--- config.mk ---
export PLATFORM = sky130hd
export DESIGN_NAME = pixel_to_ascii_terminal_encoder_unit
export DESIGN_NICKNAME = d
export VERILOG_FILES = /design/src/sv/pxa_pkg.sv /design/src/sv/pxa_front.sv /design/src/sv/pxa_queue.sv /design/src/sv/pxa_back.sv /design/src/sv/pixel_to_ascii_terminal_encoder_unit.sv
export SDC_FILE = /design/constraint.sdc
export NUM_CORES = 2
export LEC_CHECK = 0
export BUFFER_PORTS_ARGS = -buffer_cell sky130_fd_sc_hd__buf_2
export CAP_MARGIN = 30
export CORE_MARGIN = 4
export CORE_UTILIZATION = 64
export DETAILED_ROUTE_END_ITERATION = 6
export PLACE_DENSITY = 0.79
export SLEW_MARGIN = 25
export SYNTH_ARGS = -nofsm -noshare
export SYNTH_HDL_FRONTEND = slang
export SYNTH_SLANG_ARGS = --single-unit
--- constraint.sdc ---
create_clock -name clk -period 8.1 [get_ports clk]
set_input_delay 1.62 -clock clk [delete_from_list [all_inputs] [get_ports clk]]
set_output_delay 1.62 -clock clk [all_outputs]
set_load 0.01 [all_outputs]
--- src/sv/pxa_pkg.sv ---
`default_nettype none

package pxa_pkg;

	// Rec.601 luma weights in Q16; they sum to 65536.
	localparam logic [15:0] W_RED   = 16'd19595;
	localparam logic [15:0] W_GREEN = 16'd38470;
	localparam logic [15:0] W_BLUE  = 16'd7471;

	// Configuration register indexes.
	localparam logic [3:0] CFG_EDGE_MODE       = 4'd0;
	localparam logic [3:0] CFG_COLOR_ENABLE    = 4'd1;
	localparam logic [3:0] CFG_INVERT_RAMP     = 4'd2;
	localparam logic [3:0] CFG_BOOST_GAIN      = 4'd3;
	localparam logic [3:0] CFG_RAMP_LENGTH     = 4'd4;
	localparam logic [3:0] CFG_RAMP_CHARS_LOW  = 4'd5;
	localparam logic [3:0] CFG_RAMP_CHARS_HIGH = 4'd6;
	localparam logic [3:0] CFG_IMAGE_WIDTH     = 4'd7;

	// Register file contents as seen by the front end.
	typedef struct packed {
		logic         edge_mode;
		logic         color_enable;
		logic         invert_ramp;
		logic [11:0]  boost_gain;
		logic [4:0]   ramp_length;
		logic [127:0] ramp_chars;
		logic [12:0]  image_width;
	} pxa_cfg_t;

	// Decimal form of one color byte: digit count and three digits.
	typedef struct packed {
		logic [1:0] nd;
		logic [3:0] d2;
		logic [3:0] d1;
		logic [3:0] d0;
	} pxa_dec_t;

	// One classified pixel, handed from the front end to the byte sequencer.
	typedef struct packed {
		logic       frame_start;
		logic       color;
		logic       row_end;
		logic [7:0] glyph;
		pxa_dec_t   red;
		pxa_dec_t   green;
		pxa_dec_t   blue;
	} pxa_item_t;

	// Splits a byte into decimal digits. Tens use a reciprocal multiply,
	// which is exact for values below 100.
	function automatic pxa_dec_t dec_digits(input logic [7:0] v);
		pxa_dec_t    d;
		logic [6:0]  rem;
		logic [14:0] prod;
		logic [3:0]  tens;
		if (v >= 8'd200) begin
			d.d2 = 4'd2;
			rem  = 7'(v - 8'd200);
		end else if (v >= 8'd100) begin
			d.d2 = 4'd1;
			rem  = 7'(v - 8'd100);
		end else begin
			d.d2 = 4'd0;
			rem  = v[6:0];
		end
		prod = 15'(rem) * 15'd205;
		tens = prod[14:11];
		d.d1 = tens;
		d.d0 = 4'(rem - 7'({tens, 3'b000}) - 7'({tens, 1'b0}));
		if (v >= 8'd100) begin
			d.nd = 2'd3;
		end else if (v >= 8'd10) begin
			d.nd = 2'd2;
		end else begin
			d.nd = 2'd1;
		end
		return d;
	endfunction

endpackage

`default_nettype wire

--- src/sv/pxa_front.sv ---
`default_nettype none

module pxa_front import pxa_pkg::*; #(
	parameter int RAMP_MAX    = 16,
	parameter int MAX_COLUMNS = 4096
) (
	input  wire logic       clk,
	input  wire logic       arst_n,
	input  wire pxa_cfg_t   cfg,
	input  wire logic       push,
	output logic            full,
	input  wire logic [7:0] pixel_red,
	input  wire logic [7:0] pixel_green,
	input  wire logic [7:0] pixel_blue,
	input  wire logic [15:0] edge_strength,
	input  wire logic       first_of_frame,
	output logic            q_push,
	output pxa_item_t       q_item,
	input  wire logic       q_full
);

	localparam int WW = ($clog2(MAX_COLUMNS + 1) > 13) ? $clog2(MAX_COLUMNS + 1) : 13;
	localparam int CW = (MAX_COLUMNS > 1) ? $clog2(MAX_COLUMNS) : 1;
	localparam logic [4:0]    RAMP_N  = 5'(RAMP_MAX);
	localparam logic [WW-1:0] COL_MAX = WW'(MAX_COLUMNS);

	typedef enum logic [4:0] {
		ST_IDLE  = 5'b00001,
		ST_LUMA  = 5'b00010,
		ST_SCALE = 5'b00100,
		ST_INDEX = 5'b01000,
		ST_PUSH  = 5'b10000
	} fe_state_t;

	fe_state_t      state_q;
	logic [1:0]     step_q;
	logic [7:0]     red_q, green_q, blue_q;
	logic [15:0]    edge_q;
	logic           frame_start_q;
	logic [23:0]    acc_q;
	logic [27:0]    prod_q;
	logic [4:0]     raw_idx_q;
	logic [CW-1:0]  col_q;

	logic [4:0]     n_ramp, nm1, capped, idx;
	logic [WW-1:0]  width_eff, col_inc;
	logic [CW-1:0]  col_base;
	logic [15:0]    weight;
	logic [7:0]     chan;
	logic [23:0]    lum_term;
	logic [15:0]    src, shifted;
	logic [7:0]     value;
	logic [12:0]    idx_prod;
	logic           row_end;
	logic           accept;

	assign full   = (state_q != ST_IDLE);
	assign accept = push && !full;
	assign q_push = (state_q == ST_PUSH) && !q_full;

	// Clamp the ramp length and row width to their legal ranges.
	always_comb begin
		if (cfg.ramp_length == 5'd0) begin
			n_ramp = 5'd1;
		end else if (cfg.ramp_length > RAMP_N) begin
			n_ramp = RAMP_N;
		end else begin
			n_ramp = cfg.ramp_length;
		end
		width_eff = WW'(cfg.image_width);
		if (width_eff == '0) begin
			width_eff = WW'(1);
		end else if (width_eff > COL_MAX) begin
			width_eff = COL_MAX;
		end
	end

	// One weighted channel is added into the luma sum per cycle.
	always_comb begin
		case (step_q)
			2'd0: begin
				weight = W_RED;
				chan   = red_q;
			end
			2'd1: begin
				weight = W_GREEN;
				chan   = green_q;
			end
			default: begin
				weight = W_BLUE;
				chan   = blue_q;
			end
		endcase
		lum_term = 24'(weight) * 24'(chan);
	end

	// Gain, saturation and ramp index arithmetic.
	always_comb begin
		src      = cfg.edge_mode ? edge_q : {8'd0, acc_q[23:16]};
		shifted  = cfg.edge_mode ? prod_q[27:12] : {4'd0, prod_q[19:8]};
		value    = (|shifted[15:8]) ? 8'hFF : shifted[7:0];
		idx_prod = 13'(value) * 13'(n_ramp);
		nm1      = n_ramp - 5'd1;
		capped   = (raw_idx_q > nm1) ? nm1 : raw_idx_q;
		idx      = cfg.invert_ramp ? (nm1 - capped) : capped;
	end

	// Column tracking; a frame start restarts the row.
	always_comb begin
		col_base = frame_start_q ? '0 : col_q;
		col_inc  = WW'(col_base) + WW'(1);
		row_end  = (col_inc >= width_eff);
	end

	// Classified item for the queue.
	always_comb begin
		q_item.frame_start = frame_start_q;
		q_item.color       = cfg.color_enable;
		q_item.row_end     = row_end;
		q_item.glyph       = cfg.ramp_chars[{idx[3:0], 3'b000} +: 8];
		q_item.red         = dec_digits(red_q);
		q_item.green       = dec_digits(green_q);
		q_item.blue        = dec_digits(blue_q);
	end

	// Sequencer for one pixel.
	always_ff @(posedge clk or negedge arst_n) begin
		if (!arst_n) begin
			state_q <= ST_IDLE;
			step_q  <= 2'd0;
			col_q   <= '0;
		end else begin
			unique case (state_q)
				ST_IDLE: begin
					if (accept) begin
						state_q <= ST_LUMA;
						step_q  <= 2'd0;
					end
				end
				ST_LUMA: begin
					step_q <= step_q + 2'd1;
					if (step_q == 2'd2) begin
						state_q <= ST_SCALE;
					end
				end
				ST_SCALE: state_q <= ST_INDEX;
				ST_INDEX: state_q <= ST_PUSH;
				ST_PUSH: begin
					if (!q_full) begin
						state_q <= ST_IDLE;
						col_q   <= row_end ? '0 : CW'(col_inc);
					end
				end
				default: state_q <= ST_IDLE;
			endcase
		end
	end

	// Datapath registers.
	always_ff @(posedge clk) begin
		if (accept) begin
			red_q         <= pixel_red;
			green_q       <= pixel_green;
			blue_q        <= pixel_blue;
			edge_q        <= edge_strength;
			frame_start_q <= first_of_frame;
			acc_q         <= '0;
		end
		if (state_q == ST_LUMA) begin
			acc_q <= acc_q + lum_term;
		end
		if (state_q == ST_SCALE) begin
			prod_q <= 28'(src) * 28'(cfg.boost_gain);
		end
		if (state_q == ST_INDEX) begin
			raw_idx_q <= idx_prod[12:8];
		end
	end

endmodule

`default_nettype wire

--- src/sv/pxa_queue.sv ---
`default_nettype none

module pxa_queue import pxa_pkg::*; (
	input  wire logic      clk,
	input  wire logic      arst_n,
	input  wire logic      push,
	input  wire pxa_item_t push_item,
	output logic           full,
	input  wire logic      pop,
	output pxa_item_t      pop_item,
	output logic           empty
);

	pxa_item_t  mem_q [2];
	logic       wr_ptr_q, rd_ptr_q;
	logic [1:0] count_q;
	logic       do_push, do_pop;

	assign full     = (count_q == 2'd2);
	assign empty    = (count_q == 2'd0);
	assign do_push  = push && !full;
	assign do_pop   = pop && !empty;
	assign pop_item = mem_q[rd_ptr_q];

	// Pointers and fill level.
	always_ff @(posedge clk or negedge arst_n) begin
		if (!arst_n) begin
			wr_ptr_q <= 1'b0;
			rd_ptr_q <= 1'b0;
			count_q  <= 2'd0;
		end else begin
			if (do_push) begin
				wr_ptr_q <= !wr_ptr_q;
			end
			if (do_pop) begin
				rd_ptr_q <= !rd_ptr_q;
			end
			case ({do_push, do_pop})
				2'b10:   count_q <= count_q + 2'd1;
				2'b01:   count_q <= count_q - 2'd1;
				default: count_q <= count_q;
			endcase
		end
	end

	// Entry storage.
	always_ff @(posedge clk) begin
		if (do_push) begin
			mem_q[wr_ptr_q] <= push_item;
		end
	end

endmodule

`default_nettype wire

--- src/sv/pxa_back.sv ---
`default_nettype none

module pxa_back import pxa_pkg::*; (
	input  wire logic      clk,
	input  wire logic      arst_n,
	input  wire pxa_item_t q_item,
	input  wire logic      q_empty,
	output logic           q_pop,
	output logic           empty,
	input  wire logic      pop,
	output logic [7:0]     text_byte,
	output logic           last_byte
);

	localparam int SLOTS = 26;

	// Fixed byte positions of the longest sequence.
	localparam logic [4:0] SL_NL_FIRST = 5'd0;
	localparam logic [4:0] SL_ESC1     = 5'd1;
	localparam logic [4:0] SL_LB1      = 5'd2;
	localparam logic [4:0] SL_C3       = 5'd3;
	localparam logic [4:0] SL_C8       = 5'd4;
	localparam logic [4:0] SL_SC1      = 5'd5;
	localparam logic [4:0] SL_C2       = 5'd6;
	localparam logic [4:0] SL_SC2      = 5'd7;
	localparam logic [4:0] SL_R2       = 5'd8;
	localparam logic [4:0] SL_R1       = 5'd9;
	localparam logic [4:0] SL_R0       = 5'd10;
	localparam logic [4:0] SL_SC3      = 5'd11;
	localparam logic [4:0] SL_G2       = 5'd12;
	localparam logic [4:0] SL_G1       = 5'd13;
	localparam logic [4:0] SL_G0       = 5'd14;
	localparam logic [4:0] SL_SC4      = 5'd15;
	localparam logic [4:0] SL_B2       = 5'd16;
	localparam logic [4:0] SL_B1       = 5'd17;
	localparam logic [4:0] SL_B0       = 5'd18;
	localparam logic [4:0] SL_M1       = 5'd19;
	localparam logic [4:0] SL_CHAR     = 5'd20;
	localparam logic [4:0] SL_ESC2     = 5'd21;
	localparam logic [4:0] SL_LB2      = 5'd22;
	localparam logic [4:0] SL_C0       = 5'd23;
	localparam logic [4:0] SL_M2       = 5'd24;
	localparam logic [4:0] SL_NL_ROW   = 5'd25;

	localparam logic [7:0] ASC_NL   = 8'h0A;
	localparam logic [7:0] ASC_ESC  = 8'h1B;
	localparam logic [7:0] ASC_LB   = 8'h5B;
	localparam logic [7:0] ASC_0    = 8'h30;
	localparam logic [7:0] ASC_2    = 8'h32;
	localparam logic [7:0] ASC_3    = 8'h33;
	localparam logic [7:0] ASC_8    = 8'h38;
	localparam logic [7:0] ASC_SEMI = 8'h3B;
	localparam logic [7:0] ASC_M    = 8'h6D;

	logic [SLOTS-1:0] pend_q, mask;
	pxa_item_t        cur_q;
	logic             out_valid_q;
	logic [7:0]       byte_q;
	logic             last_q;
	logic [4:0]       slot;
	logic [7:0]       slot_byte;
	logic             out_free, emit, load, is_last;

	assign empty     = !out_valid_q;
	assign text_byte = byte_q;
	assign last_byte = last_q;
	assign out_free  = !out_valid_q || pop;
	assign emit      = (pend_q != '0) && out_free;
	assign load      = (pend_q == '0) && !q_empty;
	assign q_pop     = load;
	assign is_last   = ((pend_q & (pend_q - SLOTS'(1))) == '0);

	// Which byte positions the incoming item needs.
	always_comb begin
		logic c;
		c = q_item.color;
		mask              = '0;
		mask[SL_NL_FIRST] = q_item.frame_start;
		mask[SL_ESC1]     = c;
		mask[SL_LB1]      = c;
		mask[SL_C3]       = c;
		mask[SL_C8]       = c;
		mask[SL_SC1]      = c;
		mask[SL_C2]       = c;
		mask[SL_SC2]      = c;
		mask[SL_R2]       = c && (q_item.red.nd == 2'd3);
		mask[SL_R1]       = c && (q_item.red.nd >= 2'd2);
		mask[SL_R0]       = c;
		mask[SL_SC3]      = c;
		mask[SL_G2]       = c && (q_item.green.nd == 2'd3);
		mask[SL_G1]       = c && (q_item.green.nd >= 2'd2);
		mask[SL_G0]       = c;
		mask[SL_SC4]      = c;
		mask[SL_B2]       = c && (q_item.blue.nd == 2'd3);
		mask[SL_B1]       = c && (q_item.blue.nd >= 2'd2);
		mask[SL_B0]       = c;
		mask[SL_M1]       = c;
		mask[SL_CHAR]     = 1'b1;
		mask[SL_ESC2]     = c && q_item.row_end;
		mask[SL_LB2]      = c && q_item.row_end;
		mask[SL_C0]       = c && q_item.row_end;
		mask[SL_M2]       = c && q_item.row_end;
		mask[SL_NL_ROW]   = q_item.row_end;
	end

	// Lowest pending position is the next byte to send.
	always_comb begin
		slot = 5'd0;
		for (int i = SLOTS - 1; i >= 0; i--) begin
			if (pend_q[i]) begin
				slot = 5'(i);
			end
		end
	end

	// Byte value at a position.
	always_comb begin
		unique case (slot)
			SL_NL_FIRST, SL_NL_ROW:          slot_byte = ASC_NL;
			SL_ESC1, SL_ESC2:                slot_byte = ASC_ESC;
			SL_LB1, SL_LB2:                  slot_byte = ASC_LB;
			SL_C3:                           slot_byte = ASC_3;
			SL_C8:                           slot_byte = ASC_8;
			SL_C2:                           slot_byte = ASC_2;
			SL_C0:                           slot_byte = ASC_0;
			SL_SC1, SL_SC2, SL_SC3, SL_SC4:  slot_byte = ASC_SEMI;
			SL_M1, SL_M2:                    slot_byte = ASC_M;
			SL_R2:   slot_byte = ASC_0 + {4'd0, cur_q.red.d2};
			SL_R1:   slot_byte = ASC_0 + {4'd0, cur_q.red.d1};
			SL_R0:   slot_byte = ASC_0 + {4'd0, cur_q.red.d0};
			SL_G2:   slot_byte = ASC_0 + {4'd0, cur_q.green.d2};
			SL_G1:   slot_byte = ASC_0 + {4'd0, cur_q.green.d1};
			SL_G0:   slot_byte = ASC_0 + {4'd0, cur_q.green.d0};
			SL_B2:   slot_byte = ASC_0 + {4'd0, cur_q.blue.d2};
			SL_B1:   slot_byte = ASC_0 + {4'd0, cur_q.blue.d1};
			SL_B0:   slot_byte = ASC_0 + {4'd0, cur_q.blue.d0};
			SL_CHAR: slot_byte = cur_q.glyph;
			default: slot_byte = cur_q.glyph;
		endcase
	end

	// Pending positions and output register control.
	always_ff @(posedge clk or negedge arst_n) begin
		if (!arst_n) begin
			pend_q      <= '0;
			out_valid_q <= 1'b0;
		end else begin
			if (load) begin
				pend_q <= mask;
			end else if (emit) begin
				pend_q <= pend_q & (pend_q - SLOTS'(1));
			end
			if (emit) begin
				out_valid_q <= 1'b1;
			end else if (pop) begin
				out_valid_q <= 1'b0;
			end
		end
	end

	// Payload registers.
	always_ff @(posedge clk) begin
		if (load) begin
			cur_q <= q_item;
		end
		if (emit) begin
			byte_q <= slot_byte;
			last_q <= is_last;
		end
	end

endmodule

`default_nettype wire

--- src/sv/pixel_to_ascii_terminal_encoder_unit.sv ---
// Pixel to terminal text encoder.
// Pixels enter through a queue-style port: an item transfers on a clock edge
// with push high and full low. Text bytes leave through a queue-style port:
// the oldest byte is on text_byte/last_byte while empty is low and transfers
// on an edge with pop high. last_byte marks the final byte of each pixel.
// Registers are written through cfg_valid/cfg_ready/cfg_index/cfg_data;
// cfg_ready is always high and unknown indexes are dropped. Write them only
// while no pixel is in flight.
// The front end works on one pixel at a time (three luma accumulate steps,
// gain multiply, index multiply, queue write) and accepts the next pixel only
// after the queue write. A two-entry queue decouples it from the byte
// sequencer, which loads an entry once it has no bytes pending and then
// sends one byte per cycle while the output register is free: 1 byte for a
// plain pixel up to 26 for a color pixel at frame start and row end.
// When the receiver stops popping, the output register holds, the sequencer
// and queue fill, and full rises. Reset empties everything, clears the
// column counter and loads register defaults.

`default_nettype none

module pixel_to_ascii_terminal_encoder_unit import pxa_pkg::*; #(
	parameter int RAMP_MAX    = 16,
	parameter int MAX_COLUMNS = 4096
) (
	input  wire logic        clk,
	input  wire logic        arst_n,
	input  wire logic        push,
	output logic             full,
	input  wire logic [7:0]  pixel_red,
	input  wire logic [7:0]  pixel_green,
	input  wire logic [7:0]  pixel_blue,
	input  wire logic [15:0] edge_strength,
	input  wire logic        first_of_frame,
	output logic             empty,
	input  wire logic        pop,
	output logic [7:0]       text_byte,
	output logic             last_byte,
	input  wire logic        cfg_valid,
	output logic             cfg_ready,
	input  wire logic [3:0]  cfg_index,
	input  wire logic [63:0] cfg_data
);

	pxa_cfg_t  cfg_q;
	pxa_item_t f_item, b_item;
	logic      f_push, q_full, q_empty, b_pop;

	assign cfg_ready = 1'b1;

	// Register file.
	always_ff @(posedge clk or negedge arst_n) begin
		if (!arst_n) begin
			cfg_q.edge_mode    <= 1'b0;
			cfg_q.color_enable <= 1'b0;
			cfg_q.invert_ramp  <= 1'b0;
			cfg_q.boost_gain   <= 12'd256;
			cfg_q.ramp_length  <= 5'd10;
			cfg_q.ramp_chars   <= '0;
			cfg_q.image_width  <= 13'd80;
		end else if (cfg_valid && cfg_ready) begin
			unique case (cfg_index)
				CFG_EDGE_MODE:       cfg_q.edge_mode          <= cfg_data[0];
				CFG_COLOR_ENABLE:    cfg_q.color_enable       <= cfg_data[0];
				CFG_INVERT_RAMP:     cfg_q.invert_ramp        <= cfg_data[0];
				CFG_BOOST_GAIN:      cfg_q.boost_gain         <= cfg_data[11:0];
				CFG_RAMP_LENGTH:     cfg_q.ramp_length        <= cfg_data[4:0];
				CFG_RAMP_CHARS_LOW:  cfg_q.ramp_chars[63:0]   <= cfg_data;
				CFG_RAMP_CHARS_HIGH: cfg_q.ramp_chars[127:64] <= cfg_data;
				CFG_IMAGE_WIDTH:     cfg_q.image_width        <= cfg_data[12:0];
				default: ;
			endcase
		end
	end

	pxa_front #(
		.RAMP_MAX    (RAMP_MAX),
		.MAX_COLUMNS (MAX_COLUMNS)
	) u_front (
		.clk            (clk),
		.arst_n         (arst_n),
		.cfg            (cfg_q),
		.push           (push),
		.full           (full),
		.pixel_red      (pixel_red),
		.pixel_green    (pixel_green),
		.pixel_blue     (pixel_blue),
		.edge_strength  (edge_strength),
		.first_of_frame (first_of_frame),
		.q_push         (f_push),
		.q_item         (f_item),
		.q_full         (q_full)
	);

	pxa_queue u_queue (
		.clk       (clk),
		.arst_n    (arst_n),
		.push      (f_push),
		.push_item (f_item),
		.full      (q_full),
		.pop       (b_pop),
		.pop_item  (b_item),
		.empty     (q_empty)
	);

	pxa_back u_back (
		.clk       (clk),
		.arst_n    (arst_n),
		.q_item    (b_item),
		.q_empty   (q_empty),
		.q_pop     (b_pop),
		.empty     (empty),
		.pop       (pop),
		.text_byte (text_byte),
		.last_byte (last_byte)
	);

endmodule

`default_nettype wire
==> impl_metrics.ini <==
[run_status]
outcome = completed

[critical_path]
r2r_start = cfg_q[160]
crit_path_start = cfg_q[160]
end_kind = flip-flop
cp.arrival_ps = 7450
path_class = flip-flop to flip-flop
startpoint_type = flip-flop
crit_required_ps = 8460
worstPathMaxFanout = 41

[synth]
synth_top_cell_area_share_pct = 20.53
netlist_top_cells_area = edfxtp_1, fa_1, dfrtp_1
synth_largest_area_cell = edfxtp_1
synth_cell_types = 88
ys_ff_latch = 442
seq_area_frac_synth_pct = 36.17
synth_mux_area_share_pct = 10.65
synthXorXnorAreaFrac_pct = 2.099
ys_warn_count = 0
syn_nets = 3719
synth_edf_count = 231
syn_avg_cell_area_um2 = 11.15
synth_cells = 3032
synth-main-ff-cell = edfxtp_1
async_flop_share_pct = 47.74
synth_simple_gate_area_share_pct = 10.94
synth_compound_area_share_pct = 6.520
synth_top_family_by_area = adder cells
synth_fa_ha_area_share_pct = 27.32
syn_area_um2 = 33790

[floorplan]
dieHeight_um = 237.8
initial_utilization_pct = 65.21
row_count = 83
core_um2 = 51820
die_area_um2 = 56540
pin_count = 126
die_x_um = 237.8

[sta]
hold_viol_final = 0
rsz0062_at_grt = no
finalSetupViolCount = 0
maxSlewViolCount = 0
fmax_mhz = 141.0
fin_ws_ps = 1007
max_slew_margin_pct = 39.49
fin_setup_tns_ps = 0
final_min_period_over_clock_period_pct = 87.57
worstMarginPinSlew_ps = 907.7
period_needed_ps = 7093
clock_skew_ps = 32.52

[hold_path]
min_path_type = flip-flop to flip-flop
worstHoldStart = u_front.col_q[11]

[global_routing]
first_global_vias = 24220
track_usage_pct = 26.72
antenna_found_initial = 6
grt_pass1_wl_um = 123000
grt-ovfl-total = 0
grt_max_degree = 137

[clock_tree]
postCtsSetupBuffers = 0
cts_tree = yes
cts_resized = 0
postCtsHoldBufs = 0
clk_latency_ps = 610
cts_max_level = 2
clkSinkCount = 442
clk_pin_slew_ps = 60
root_buffer = clkbuf_16
clockBufferDepth = 3
numCtsBuffers = 48

[layout]
seqCellArea_um2 = 12230
nets = 3807
fillers = 3623
fin_util_pct = 70.92
layout-area-overhead-vs-synth_pct = 8.749
drive_above_1_share_pct = 15.92
multi_input_area_um2 = 19510

[placed_design]
gp_congestion = 0.9140
io_buffer_count = 124
dp_hpwl_um = 55760
place_ws_ps = 1044

[route]
drt_iter0_drc = 1625
first_pass_iters = 6
vias = 22610
drc = 0
route.antenna.remaining_nets = 0
routedWlPerCell_um = 19.25
drt_wl_total_um = 74050
routed_via_density = 5.879

[job]
maxCapViolations = 0
==> layer usage <==
metal	track usage [%]	share of wire [%]	vias to the layer above
met3	3.608	5.4	141
met1	36.29	42	11360
li1	-	-	10470
met4	7.148	2.5	0
met2	45.87	50	641
met5	0	0	-
==> synth_stat cells (all sizes together), types with 44 or more instances <==
cell / instances
dfrtp: 205
ha: 302
edfxtp: 231
inv: 444
o21ai: 84
and2: 46
mux2i: 55
nor3: 44
mux2: 206
nor2: 124
xnor2: 58
a21oi: 75
clkbuf: 89
nand2: 294
fa: 271
==> through the flow <==
step	cell area (um^2)	cells	hold slack [ps]
global placement	35030	3744	468.5
CTS	36660	3835	502.0
global route	36750	3845	520.5
finish	36750	3846	496.7
detailed placement	35040	3745	489.6
floorplan	33790	3032	436.6
==> cell usage in the layout, fill, tap and decap left out, types with 8 or more instances in the layout <==
| cell | count |
|---|---|
| inv_1 | 443 |
| ha_1 | 302 |
| nand2_1 | 293 |
| fa_1 | 271 |
| edfxtp_1 | 231 |
| mux2_2 | 204 |
| dfrtp_1 | 203 |
| buf_2 | 123 |
| nor2_1 | 121 |
| o21ai_0 | 80 |
| a21oi_1 | 75 |
| xnor2_1 | 58 |
| mux2i_1 | 53 |
| clkbuf_16 | 48 |
| and2_1 | 44 |
| nor3_1 | 44 |
| nor2b_1 | 41 |
| nand2b_1 | 37 |
| and3_1 | 37 |
| nand3_1 | 33 |
| mux4_2 | 32 |
| xor2_1 | 23 |
| a21o_1 | 22 |
| buf_4 | 22 |
| o21a_1 | 20 |
| nor4_1 | 19 |
| o31ai_1 | 16 |
| or3_1 | 13 |
| clkbuf_1 | 13 |
| a211oi_1 | 12 |
| nand3b_1 | 10 |
| o21bai_1 | 10 |
| clkinv_2 | 10 |
| a22o_1 | 9 |
| o211ai_1 | 9 |
| nor3b_1 | 9 |
| nand4_1 | 8 |
| a31oi_1 | 8 |
| or4_1 | 8 |
==> state kept, by name, summed over array words and instances, names as in the netlist, 2 cells and up <==
name,flops
u_front.red_q,8
u_front.raw_idx_q,5
u_front.prod_q,20
u_front.col_q,12
u_front.green_q,8
u_front.edge_q,16
u_front.step_q,2
u_back.cur_q,38
cfg_q,161
u_back.pend_q,26
u_back.text_byte,8
u_queue.mem_q,94
u_front.blue_q,8
u_front.state_q,5
u_front.acc_q,24
u_queue.count_q,2
==> critical path, stage by stage (launching register included) <==
cell and delay, ps:
dfrtp_2 750, buf_4 400, mux2_2 360, nand2_1 100, fa_1 510, inv_1 50
fa_1 500, inv_1 50, fa_1 470, inv_1 50, fa_1 500, fa_1 490
ha_1 360, and3_1 220, o211ai_1 120, o211ai_1 190, a21oi_1 430, o311ai_2 230
a41o_1 320, o41ai_1 440, o21bai_1 130, xnor2_1 140
==> worst paths after layout <==
path                                      endpoint  slack, ps  cells after the start
worst max-delay path            u_front.prod_q[27]       1010                     21
worst min-delay path             u_front.col_q[11]        500                      2
worst max register to register  u_front.prod_q[27]       1010                     21
worst min register to register   u_front.col_q[11]        500                      2
max in group asynchronous               cfg_q[144]       6090                      3
min in group asynchronous        u_back.pend_q[21]        940                      1
==> area by class of cell <==
cell class | count | area share [%]
clock inverter | 25 | 0.8546
antenna | 6 | 0.04086
clock buffer | 65 | 3.551
multi-input combinational | 2034 | 53.08
tap | 680 | 2.315
timing repair buffer | 150 | 2.349
inverter | 444 | 4.535
sequential | 442 | 33.27
==> cell families (layout without fill, tap and decap cells) <==
logic type	Yosys count	after routing
buf+inv	556	684
mux	293	293
xor+xnor	81	81
flops	442	442
simple gates	751	751
compound gates	332	332
fa+ha+maj	576	576
other cells	1	7
Power is left out: the tool's default activity adds up to more than one toggle a clock period on the data nets, which glitch-free logic cannot reach.
